$ cat src/hw/rtl/bba_ram.sv
// Generic single write port, single read port RAM with registered read.
module bba_ram #(
    parameter int W = 8,
    parameter int D = 16,
    localparam int AW = (D > 1) ? $clog2(D) : 1
) (
    input  logic          i_clk,
    input  logic          i_we,
    input  logic [AW-1:0] i_waddr,
    input  logic [W-1:0]  i_wdata,
    input  logic [AW-1:0] i_raddr,
    output logic [W-1:0]  o_rdata
);
    logic [W-1:0] r_mem [D];
    logic [W-1:0] r_rdata;

    // Write, and read the old contents
    always_ff @(posedge i_clk) begin
        if (i_we) begin
            r_mem[i_waddr] <= i_wdata;
        end
        r_rdata <= r_mem[i_raddr];
    end

    assign o_rdata = r_rdata;
endmodule

$ cat config.mk
export PLATFORM = sky130hd
export DESIGN_NAME = bba_ram
export DESIGN_NICKNAME = d
export VERILOG_FILES = /design/src/hw/rtl/bba_ram.sv
export SDC_FILE = /design/constraint.sdc
export NUM_CORES = 1
export LEC_CHECK = 0
export BUFFER_PORTS_ARGS = -buffer_cell sky130_fd_sc_hd__buf_2
export CAP_MARGIN = 20
export CORE_ASPECT_RATIO = 2
export CORE_UTILIZATION = 54
export DETAILED_ROUTE_END_ITERATION = 8
export PLACE_DENSITY = 0.74
export SYNTH_ARGS = -nofsm -noshare
export SYNTH_HDL_FRONTEND = slang
export SYNTH_SLANG_ARGS = --single-unit
$ cat constraint.sdc
create_clock -name i_clk -period 1.75 [get_ports i_clk]
set_input_delay 0.35 -clock i_clk [delete_from_list [all_inputs] [get_ports i_clk]]
set_output_delay 0.35 -clock i_clk [all_outputs]
set_load 0.02 [all_outputs]
==> results.md, run 1 <==
- Tcrit/Tclk final: 0.7832
- Pre-antenna DRT Iters: 6
- Fillers: 580
- Syn Std Cell Area: 0.005147 mm²
- Htree depth: 4
- WL per Instance: 24.73 µm
- Clock-pin slew on the worst setup and hold paths: 0.06 ns
- CORE AREA: 0.009321 mm²
- Postcts setup bufs: 0
- Grt total ovfl: 0
- Worst Path Buf+Inv: 0
- Yosys reg bits: between 100 and 150
- Avg Inst Size Synth: 22.48 µm²
- Setup total negative slack: 0 ns
- R2r setup slk: 0.38 ns
- Ant. Diodes: 0
- Worst path cell trace: mux4_1 -> a22oi_1 -> nand2_1
- Rel. slew slack: 0.7231
- Hpwl dp: roughly 6.6 mm
- Hold crit path type: input port to flop
- Number of global-route vias before repair: 2676
- Layout cell share with drive strength beyond 1: 0.3344
- Critical path peak fanout: 1
- # rows: 50
- Via density: about 6.1
- CTS tree: built
- MaxCap Viol Count: 0
- Area of the multi-input gates: 0.001062 mm²
- Register Area: approximately 0.0040 mm²
- Max-slew violations: 0
- Num ports: 26
- Num CTS Buffers: 17
- Post-Syn Nets: 247
- Top Family by Delay on Critical Path: multiplexers
- Fmax: 729.6 MHz
- Max IR drop VDD: 0.0008350 V
- Final setup violating endpoints: 0
- First-pass GRT wire length: 15.26 mm
- Post-CTS Resized: 0
- CP max-delay cell: mux4_1
- Antenna-violating nets left: 0
- Synth Instances: approximately 230
- Cts hold-fix bufs: 0
- Synth unique cells: 19
- Crit Path Category: flop to flop
- Residual DRC count: 2
- Required time of the critical path: 2.05 ns
- Drt total wl: between 10 and 15 mm
- Routability cong.: 0.7768
- Die Y: 140.1 µm
- Max incr delay on CP: 0.52 ns
- TritonCTS Sinks: 136
- Final Util: 0.6617
- Unrepaired setup endpoints after global routing: false
- Most common cell after layout, fill and taps aside: edfxtp_1
- Initial antenna violation count: 0
- P_leak: 2.133 nW
- Clk_skew: ~0.0043 ns
- CTS Root Cell: clkbuf_16
- Synthesis-to-layout area growth: 19.83%
- Yosys warning count: 0
- Crit path time final: 1.371 ns
- Most frequent cells in the layout: edfxtp_1 (128), buf_2 (25), buf_4 (24)
- Worst EP arrival: 1.67 ns
- Pin count of the biggest net entering global routing: 33
- Startpoint Class: flop
- Pwr dens: around 1300 mW/mm²
- Outcome: finished with violations
- Post-synthesis sequential area ratio: 0.7778
- Worst-Margin Slew: 0.4153 ns
- Design Area, Final: slightly above 0.006 mm²
- Final hold vios: 0
- Die width: around 71 µm
- Vias: 2485
- Clk_lat worst skew: approximately 0.4 ns
- Port buffer count: 25
- Initial DRC Count: between 200 and 250
- Starting Density: 0.5522
- Max clock buf depth: 2
- GRT Overall Usage: 0.2297
- Violated checks: DRC
- Nets@finish: 307
- Worst setup EP type: flop
- Die footprint: 0.009950 mm²
- DP Area: 0.005542 mm²
-- report_power, final --
group | leakage [nW] | total [mW] | switching [mW] | internal (mW)
combinational | 0.618 | 0.364 | 0.211 | 0.153
sequential | 1.22 | 3.66 | 0.0218 | 3.64
clock | 0.291 | 3.72 | 1.33 | 2.39
-- final timing paths --
| kind | start | end | cells after the start |
|---|---|---|---|
| worst max-delay path | r_mem[0][5]$_DFFE_PP_ | o_rdata[5]$_DFF_P_ | 3 |
| worst min-delay path | i_wdata[7] | r_mem[4][7]$_DFFE_PP_ | 1 |
| worst min register to register | r_mem[12][1]$_DFFE_PP_ | o_rdata[1]$_DFF_P_ | 3 |
| worst max register to register | r_mem[0][5]$_DFFE_PP_ | o_rdata[5]$_DFF_P_ | 3 |
-- cell families (layout without fill, tap and decap cells) --
| kind of cell | Yosys count | in the layout | share of synthesized area |
|---|---|---|---|
| AO/OA/AOI/OAI | 16 | 16 | 0.02334 |
| buffers and inverters | 10 | 83 | 0.01677 |
| flip-flops | 136 | 136 | 0.7778 |
| multiplexers | 32 | 32 | 0.1502 |
| AND/OR/NAND/NOR | 35 | 35 | 0.03184 |
-- flip-flops by register name, summed over array words and instances (netlist names) --
name	cells
r_mem	128
o_rdata	8
-- metrics by stage --
stage | power [mW] | hold WS, ns | setup WS [ns] | cells
2_1_floorplan | 3.937 | 0.4489 | 0.1339 | 229
3_3_place_gp | 4.081 | 0.6517 | 0.06129 | 374
3_5_place_dp | 4.098 | 0.6502 | 0.04608 | 374
4_1_cts | 7.793 | 0.3060 | 0.3779 | 406
5_1_grt | 7.968 | 0.3129 | 0.3196 | 406
6_report | 7.748 | 0.3183 | 0.3793 | 406
-- synthesized netlist by cell type --
master	instances	area, µm²
clkdlybuf4s25_2	3	30.03
mux4_1	14	367.9
nor2_1	13	48.80
nor2b_1	1	6.260
a22oi_1	16	120.1
buf_6	3	33.78
dfxtp_1	8	160.2
and2_1	1	6.260
nand3b_1	2	15.01
mux4_2	18	405.4
and2b_1	1	7.510
nor3_1	4	20.02
nand3_1	1	5.000
or3b_2	1	8.760
nand2_1	9	33.78
nand2b_1	2	12.51
edfxtp_1	128	3844
buf_4	1	7.510
buf_2	3	15.01
-- routing by layer --
metal	vias to the layer above	share of wire	global-route usage
met5	-	0	0
met4	0	0.035	0.1463
met3	29	0.050	0.06043
met2	105	0.56	0.3917
met1	1259	0.36	0.2497
li1	1092	-	-
-- area by class of cell --
class,instances,area share
multi-input cells,83,0.1722
clock buffers,18,0.06957
repair buffers,51,0.05598
flip-flops and latches,136,0.6491
clock inverters,14,0.03205
well taps,104,0.02110
Power figures use the tool's default switching activity.
==> run 2: changes to the inputs <==
--- a/config.mk
+++ b/config.mk
@@ -8,9 +8,9 @@
 export BUFFER_PORTS_ARGS = -buffer_cell sky130_fd_sc_hd__buf_2
 export CAP_MARGIN = 20
 export CORE_ASPECT_RATIO = 2
-export CORE_UTILIZATION = 54
+export CORE_UTILIZATION = 60
 export DETAILED_ROUTE_END_ITERATION = 8
-export PLACE_DENSITY = 0.74
+export PLACE_DENSITY = 0.78
 export SYNTH_ARGS = -nofsm -noshare
 export SYNTH_HDL_FRONTEND = slang
 export SYNTH_SLANG_ARGS = --single-unit
==> constraint.sdc (replaced) <==
create_clock -name i_clk -period 1.31 [get_ports i_clk]
set_input_delay 0.262 -clock i_clk [delete_from_list [all_inputs] [get_ports i_clk]]
set_output_delay 0.262 -clock i_clk [all_outputs]
set_load 0.02 [all_outputs]
==> run 2 against run 1 <==
The run now ends clean. Critical path type unchanged. Sequential share of layout area hardly changed. Routed wire length is 1.4% lower. Critical endpoint unchanged. Non-clock buffer count is 1 higher.
==> results.md, run 2 (synthesis results as in run 1) <==
- Max clock buf depth: 2 (unchanged)
- Die width: 67.50 µm (-5.0%)
- Via density: 6.117 (about the same)
- Htree depth: 4 (unchanged)
- Sw Share: 0.1957 (-0.005929)
- Worst EP arrival: 1.57 ns (-0.10 ns)
- Hold crit path type: input port to flop
- Residual DRC count: 0 (-2)
- Port buffer count: 25 (unchanged)
- Grt total ovfl: 0 (unchanged)
- R2r setup slk: 0.03 ns (-0.35 ns)
- WL per Instance: 24.70 µm (-0.15%)
- Die footprint: 0.008976 mm² (-9.8%)
- Hold Slack: 0.2388 ns (-0.07955 ns)
- Clock-pin slew on the worst setup and hold paths: 0.05 ns (about the same)
- WHS Path Cells: 1 (unchanged)
- Max-slew violations: 0 (unchanged)
- Number of global-route vias before repair: 2704 (+1.0%)
- Most common cell after layout, fill and taps aside: edfxtp_1
- Worst-Margin Slew: 0.8174 ns (+0.4020 ns)
- Hpwl dp: 6.366 mm (-4.0%)
- Most frequent cells in the layout: edfxtp_1 (128), mux4_2 (30), buf_2 (25)
- Layout cell share with drive strength beyond 1: 0.3960 (+0.06160)
- Starting Density: 0.6208 (+0.06858)
- TritonCTS Sinks: 136 (unchanged)
- Tcrit/Tclk final: 0.9779 (+0.1946)
- Stages on the worst setup path: 3 (unchanged)
- Die Y: 133.0 µm (-5.1%)
- Crit Path Category: flop to flop
- Final hold vios: 0 (unchanged)
- Initial DRC Count: 245 (+4.7%)
- Switching pwr: 1.955 mW (+25%)
- Clock share of power: 0.457 (-0.023)
- Ant. Diodes: 0 (unchanged)
- Hold path endpoint: r_mem[5][5]$_DFFE_PP_
- Num ports: 26 (unchanged)
- Crit path time final: 1.281 ns (-0.08964 ns)
- Antenna-violating nets left: 0 (unchanged)
- Worst R2R Path Depth: 3 (unchanged)
- Pwr dens: 1619 mW/mm² (+29%)
- Worst setup EP type: flop
- Worst path cell trace: mux4_2 -> a22oi_1 -> nand2_1
- Clk_skew: 0.005273 ns (+0.0009535 ns)
- Nets@finish: 308 (+0.33%)
- Initial antenna violation count: 0 (unchanged)
- Max IR drop VDD: 0.001118 V (+34%)
- Top Family by Delay on Critical Path: multiplexers
- Hold wc startpoint: i_wdata[5]
- GRT Overall Usage: 0.2617 (+0.03201)
- CORE AREA: 0.008292 mm² (-11%)
- Sequential Power Share: 0.491 (+0.018)
- Vias: 2453 (-1.3%)
- Synthesis-to-layout area growth: 19.91% (about the same)
- Routability cong.: 0.7472 (-3.8%)
- MaxCap Viol Count: 0 (unchanged)
- Final setup violating endpoints: 0 (unchanged)
- Startpoint Class: flop
- Origin of the critical flop-to-flop path: r_mem[3][5]$_DFFE_PP_
- Drt total wl: 9.903 mm (-1.4%)
- R2r endpoint: o_rdata[5]$_DFF_P_
- Biggest register: r_mem
- Pre-antenna DRT Iters: 4 (-2)
- Worst Path Buf+Inv: 0 (unchanged)
- Max reg flops: 128 (unchanged)
- Outcome: finished, final reports clean
- First-pass GRT wire length: 15.34 mm (+0.54%)
- Final total power: 9.992 mW (+29%)
- Max incr delay on CP: 0.48 ns (-0.04 ns)
- Required time of the critical path: 1.60 ns (-0.45 ns)
- Rel. slew slack: 0.4531 (-0.2700)
- Critical path peak fanout: 1 (unchanged)
- Comb power frac: 0.052 (+0.005)
- Internal Power: 8.037 mW (+30%)
- Clk_lat worst skew: 0.41 ns (about the same)
- Num CTS Buffers: 17 (unchanged)
- Fmax: 780.6 MHz (+7.0%)
- Setup total negative slack: 0 ns (unchanged)
- Pin count of the biggest net entering global routing: 24 (-27%)
- CTS tree: built
- CTS Root Cell: clkbuf_16
- # rows: 47 (-6.0%)
- P_leak: 2.094 nW (-1.8%)
- CP max-delay cell: mux4_2
[run 2: changes by cell type in the layout (fill, tap and decap cells not counted), sizes merged]
cell / previous run / this run
clkbuf: 18 / 20
buf: 51 / 52
inv: 2 / 0
clkinv: 4 / 8
bufinv: 4 / 3
clkinvlp: 4 / 1
[run 2: timing repair]
action / CTS / global route
hold buffers: 0 / 0
setup endpoints to repair: 0 / 4
buffers inserted: 0 / 0
gates resized for setup: 0 / 6
[run 2: layer usage]
layer  share of wire  vias to the layer above  GRT usage
met3           0.053                       15    0.07586
met1            0.36                     1256     0.3018
li1                -                     1088          -
met4           0.023                        0     0.1418
met2            0.56                       94     0.4246
met5               0                        -          0
[run 2: final cells by class]
cell class,count,area (µm²)
flip-flops and latches,136,4004
fillers,434,2120
multi-input cells,83,1074
clock buffers,20,436.7
repair buffers,52,402.9
clock inverters,12,132.6
well taps,98,122.6
[run 2: worst register-to-register path, stage by stage (launching register included)]
cell and delay [ns]:
edfxtp_1 0.37, mux4_2 0.48, a22oi_1 0.25, nand2_1 0.07
[run 2: worst max path at each step]
stage / start / endpoint / slack [ns]
floorplan: i_waddr[2] / r_mem[0][0]$_DFFE_PP_ / -0.06
global placement: i_raddr[0] / o_rdata[7]$_DFF_P_ / -0.29
detailed placement: i_raddr[0] / o_rdata[2]$_DFF_P_ / -0.32
CTS: r_mem[11][1]$_DFFE_PP_ / o_rdata[1]$_DFF_P_ / 0.02
global route: r_mem[5][2]$_DFFE_PP_ / o_rdata[2]$_DFF_P_ / -0.0001
finish: r_mem[3][5]$_DFFE_PP_ / o_rdata[5]$_DFF_P_ / 0.03
[run 2: stage by stage]
stage | util | std cells | instance area (µm²) | setup slack (ns)
floorplan | - | 229 | 5176 | -0.05501
global route | 0.7444 | 401 | 6172 | -0.0001216
CTS | 0.7418 | 401 | 6151 | 0.02444
finish | 0.7444 | 401 | 6172 | 0.02896
detailed placement | 0.6732 | 369 | 5582 | -0.3151
global placement | 0.6732 | 369 | 5582 | -0.2893
[run 2: power groups by stage]
stage	logic [mW]	clock network [mW]	registers [mW]
after CTS	0.516	4.65	4.90
after detailed placement	0.512	0	4.99
after floorplan	0.272	0	5.01
final	0.520	4.57	4.90
after global routing	0.561	4.83	4.91
after global placement	0.493	0	4.99
==> run 3: changes to the inputs <==
--- a/config.mk
+++ b/config.mk
@@ -11,6 +11,7 @@
 export CORE_UTILIZATION = 60
 export DETAILED_ROUTE_END_ITERATION = 8
 export PLACE_DENSITY = 0.78
+export SETUP_SLACK_MARGIN = 0.15
 export SYNTH_ARGS = -nofsm -noshare
 export SYNTH_HDL_FRONTEND = slang
 export SYNTH_SLANG_ARGS = --single-unit
==> constraint.sdc (replaced) <==
create_clock -name i_clk -period 1.31 [get_ports i_clk]
set_input_delay 0.131 -clock i_clk [delete_from_list [all_inputs] [get_ports i_clk]]
set_output_delay 0.131 -clock i_clk [all_outputs]
set_load 0.02 [all_outputs]
==> run 3 against run 2 <==
Power rose by 6.5%. Register-to-register slack improved by 0.02 ns. Critical path depth did not move. Setup slack improved by 0.016 ns. Maximum frequency rose by 1.3%. Routed wire length fell by 2.7%. Flip-flop and latch count did not move. Die area did not move. Sequential share of layout area fell by 1.4 points. Sequential power barely moved. Critical path type unchanged. Clock-buffer cell count rose by 1.
==> results.md, run 3 (synthesis results as in run 1) <==
- Outcome: finished, final reports clean
- Number of global-route vias before repair: 2727 (+0.85%)
- Starting Density: 0.6208 (unchanged)
- Unrepaired setup endpoints after global routing: true
- Max-slew violations: 0 (unchanged)
- Worst-Margin Slew: 0.9079 ns (+0.09060 ns)
- Grt total ovfl: 0 (unchanged)
- CP max-delay cell: mux4_2
- Max reg flops: 128 (unchanged)
- Hold path endpoint: r_mem[0][0]$_DFFE_PP_
- Drt total wl: 9.634 mm (-2.7%)
- Ant. Diodes: 0 (unchanged)
- Worst path cell trace: mux4_2 -> a22oi_2 -> nand2_1
- Routability cong.: 0.7458 (-0.19%)
- # rows: 47 (unchanged)
- First-pass GRT wire length: 14.99 mm (-2.3%)
- Worst EP arrival: 1.56 ns (about the same)
- Die footprint: 0.008976 mm² (unchanged)
- Initial DRC Count: 258 (+5.3%)
- Worst R2R Path Depth: 3 (unchanged)
- CTS Root Cell: clkbuf_16
- WHS Path Cells: 1 (unchanged)
- CTS tree: built
- Num ports: 26 (unchanged)
- Tcrit/Tclk final: 0.9656 (-0.01230)
- Most frequent cells in the layout: edfxtp_1 (128), mux4_2 (32), buf_2 (25)
- Origin of the critical flop-to-flop path: r_mem[11][5]$_DFFE_PP_
- Final setup margin: 0.04507 ns (+0.01611 ns)
- GRT Overall Usage: 0.2537 (-0.007974)
- Final total power: 10.65 mW (+6.5%)
- Die Y: 133.0 µm (unchanged)
- Max IR drop VDD: 0.001223 V (+9.3%)
- Hpwl dp: 6.598 mm (+3.6%)
- Critical path peak fanout: 1 (unchanged)
- Final setup violating endpoints: 0 (unchanged)
- Worst setup EP type: flop
- Residual DRC count: 0 (unchanged)
- Final hold vios: 0 (unchanged)
- Most common cell after layout, fill and taps aside: edfxtp_1
- Fmax: 790.6 MHz (+1.3%)
- Startpoint Class: flop
- R2r endpoint: o_rdata[5]$_DFF_P_
- Htree depth: 4 (unchanged)
- MaxCap Viol Count: 0 (unchanged)
- Setup total negative slack: 0 ns (unchanged)
- DP Area: 0.005602 mm² (+0.36%)
- Hold wc startpoint: i_wdata[0]
- TritonCTS Sinks: 136 (unchanged)
- Max incr delay on CP: 0.48 ns (about the same)
- Port buffer count: 25 (unchanged)
- Synthesis-to-layout area growth: 22.53%
- Via density: 6.184 (+1.1%)
- Pin count of the biggest net entering global routing: 20 (-17%)
- Design Area, Final: 0.006307 mm² (+2.2%)
- WL per Instance: 23.97 µm (-3.0%)
- Pwr dens: 1688 mW/mm² (+4.3%)
- Top Family by Delay on Critical Path: multiplexers
- R2r setup slk: 0.05 ns (+0.02 ns)
- Biggest register: r_mem
- P_leak: 2.148 nW (+2.6%)
- Crit path time final: 1.265 ns (-0.01611 ns)
- Nets@finish: 309 (+0.32%)
- Rel. slew slack: 0.3925 (-0.06062)
- Crit Path Category: flop to flop
- Initial antenna violation count: 0 (unchanged)
- Layout cell share with drive strength beyond 1: 0.4441 (+0.04804)
- CORE AREA: 0.008292 mm² (unchanged)
- Clk_skew: 0.006312 ns (+0.001039 ns)
- Num CTS Buffers: 17 (unchanged)
- Pre-antenna DRT Iters: 4 (unchanged)
- Clock-pin slew on the worst setup and hold paths: 0.06 ns (about the same)
- Required time of the critical path: 1.60 ns (about the same)
- Vias: 2486 (+1.3%)
- Max clock buf depth: 2 (unchanged)
- Antenna-violating nets left: 0 (unchanged)
- Hold crit path type: input port to flop
- Worst Path Buf+Inv: 0 (unchanged)
- Die width: 67.50 µm (unchanged)
- Clk_lat worst skew: 0.41 ns (about the same)
- Dpl ws: -0.1659 ns (+0.1492 ns)
==> run 3: where the power goes <==
part           total [mW]  internal, mW  switching (mW)  leakage (nW)
Clock                5.21          3.53            1.68         0.328
Combinational       0.536         0.234           0.302         0.596
Sequential           4.90          4.87          0.0340          1.22
==> run 3: routing by layer <==
layer	GRT usage	up-vias	routed length, µm
li1	-	1083	-
met1	0.2972	1288	3446
met2	0.4048	99	5477
met3	0.07328	16	468
met4	0.1442	0	241
met5	0	-	0
==> run 3: per-stage QoR <==
step,hold WS [ns],cells,util
floorplan,0.2299,229,-
global placement,0.5070,370,0.6756
detailed placement,0.5242,370,0.6756
CTS,0.08722,402,0.7580
global route,0.09974,402,0.7607
finish,0.09921,402,0.7607
==> run 3: timing repair <==
item,4_1_cts,5_1_grt
setup endpoints to repair,8,8
setup buffers,0,0
pin swaps,4,4
gates resized for setup,6,8
hold buffers,0,0
cloned,0,0
==> run 3: worst max path at each step <==
stage	startpoint	endpoint	slack [ns]	cells after the start
after floorplan	i_waddr[2]	r_mem[0][0]$_DFFE_PP_	0.08	2
after global placement	i_raddr[0]	o_rdata[2]$_DFF_P_	-0.15	5
after detailed placement	i_raddr[0]	o_rdata[2]$_DFF_P_	-0.17	5
after CTS	r_mem[8][0]$_DFFE_PP_	o_rdata[0]$_DFF_P_	0.04	3
after global routing	r_mem[11][5]$_DFFE_PP_	o_rdata[5]$_DFF_P_	0.01	3
final	r_mem[11][5]$_DFFE_PP_	o_rdata[5]$_DFF_P_	0.05	3
==> run 3: layout make-up <==
class / instances / area (µm²)
flip-flops and latches: 136 / 4004
fillers: 434 / 1984
multi-input cells: 83 / 1096
clock buffers: 21 / 470.5
repair buffers: 53 / 422.9
clock inverters: 11 / 191.4
well taps: 98 / 122.6
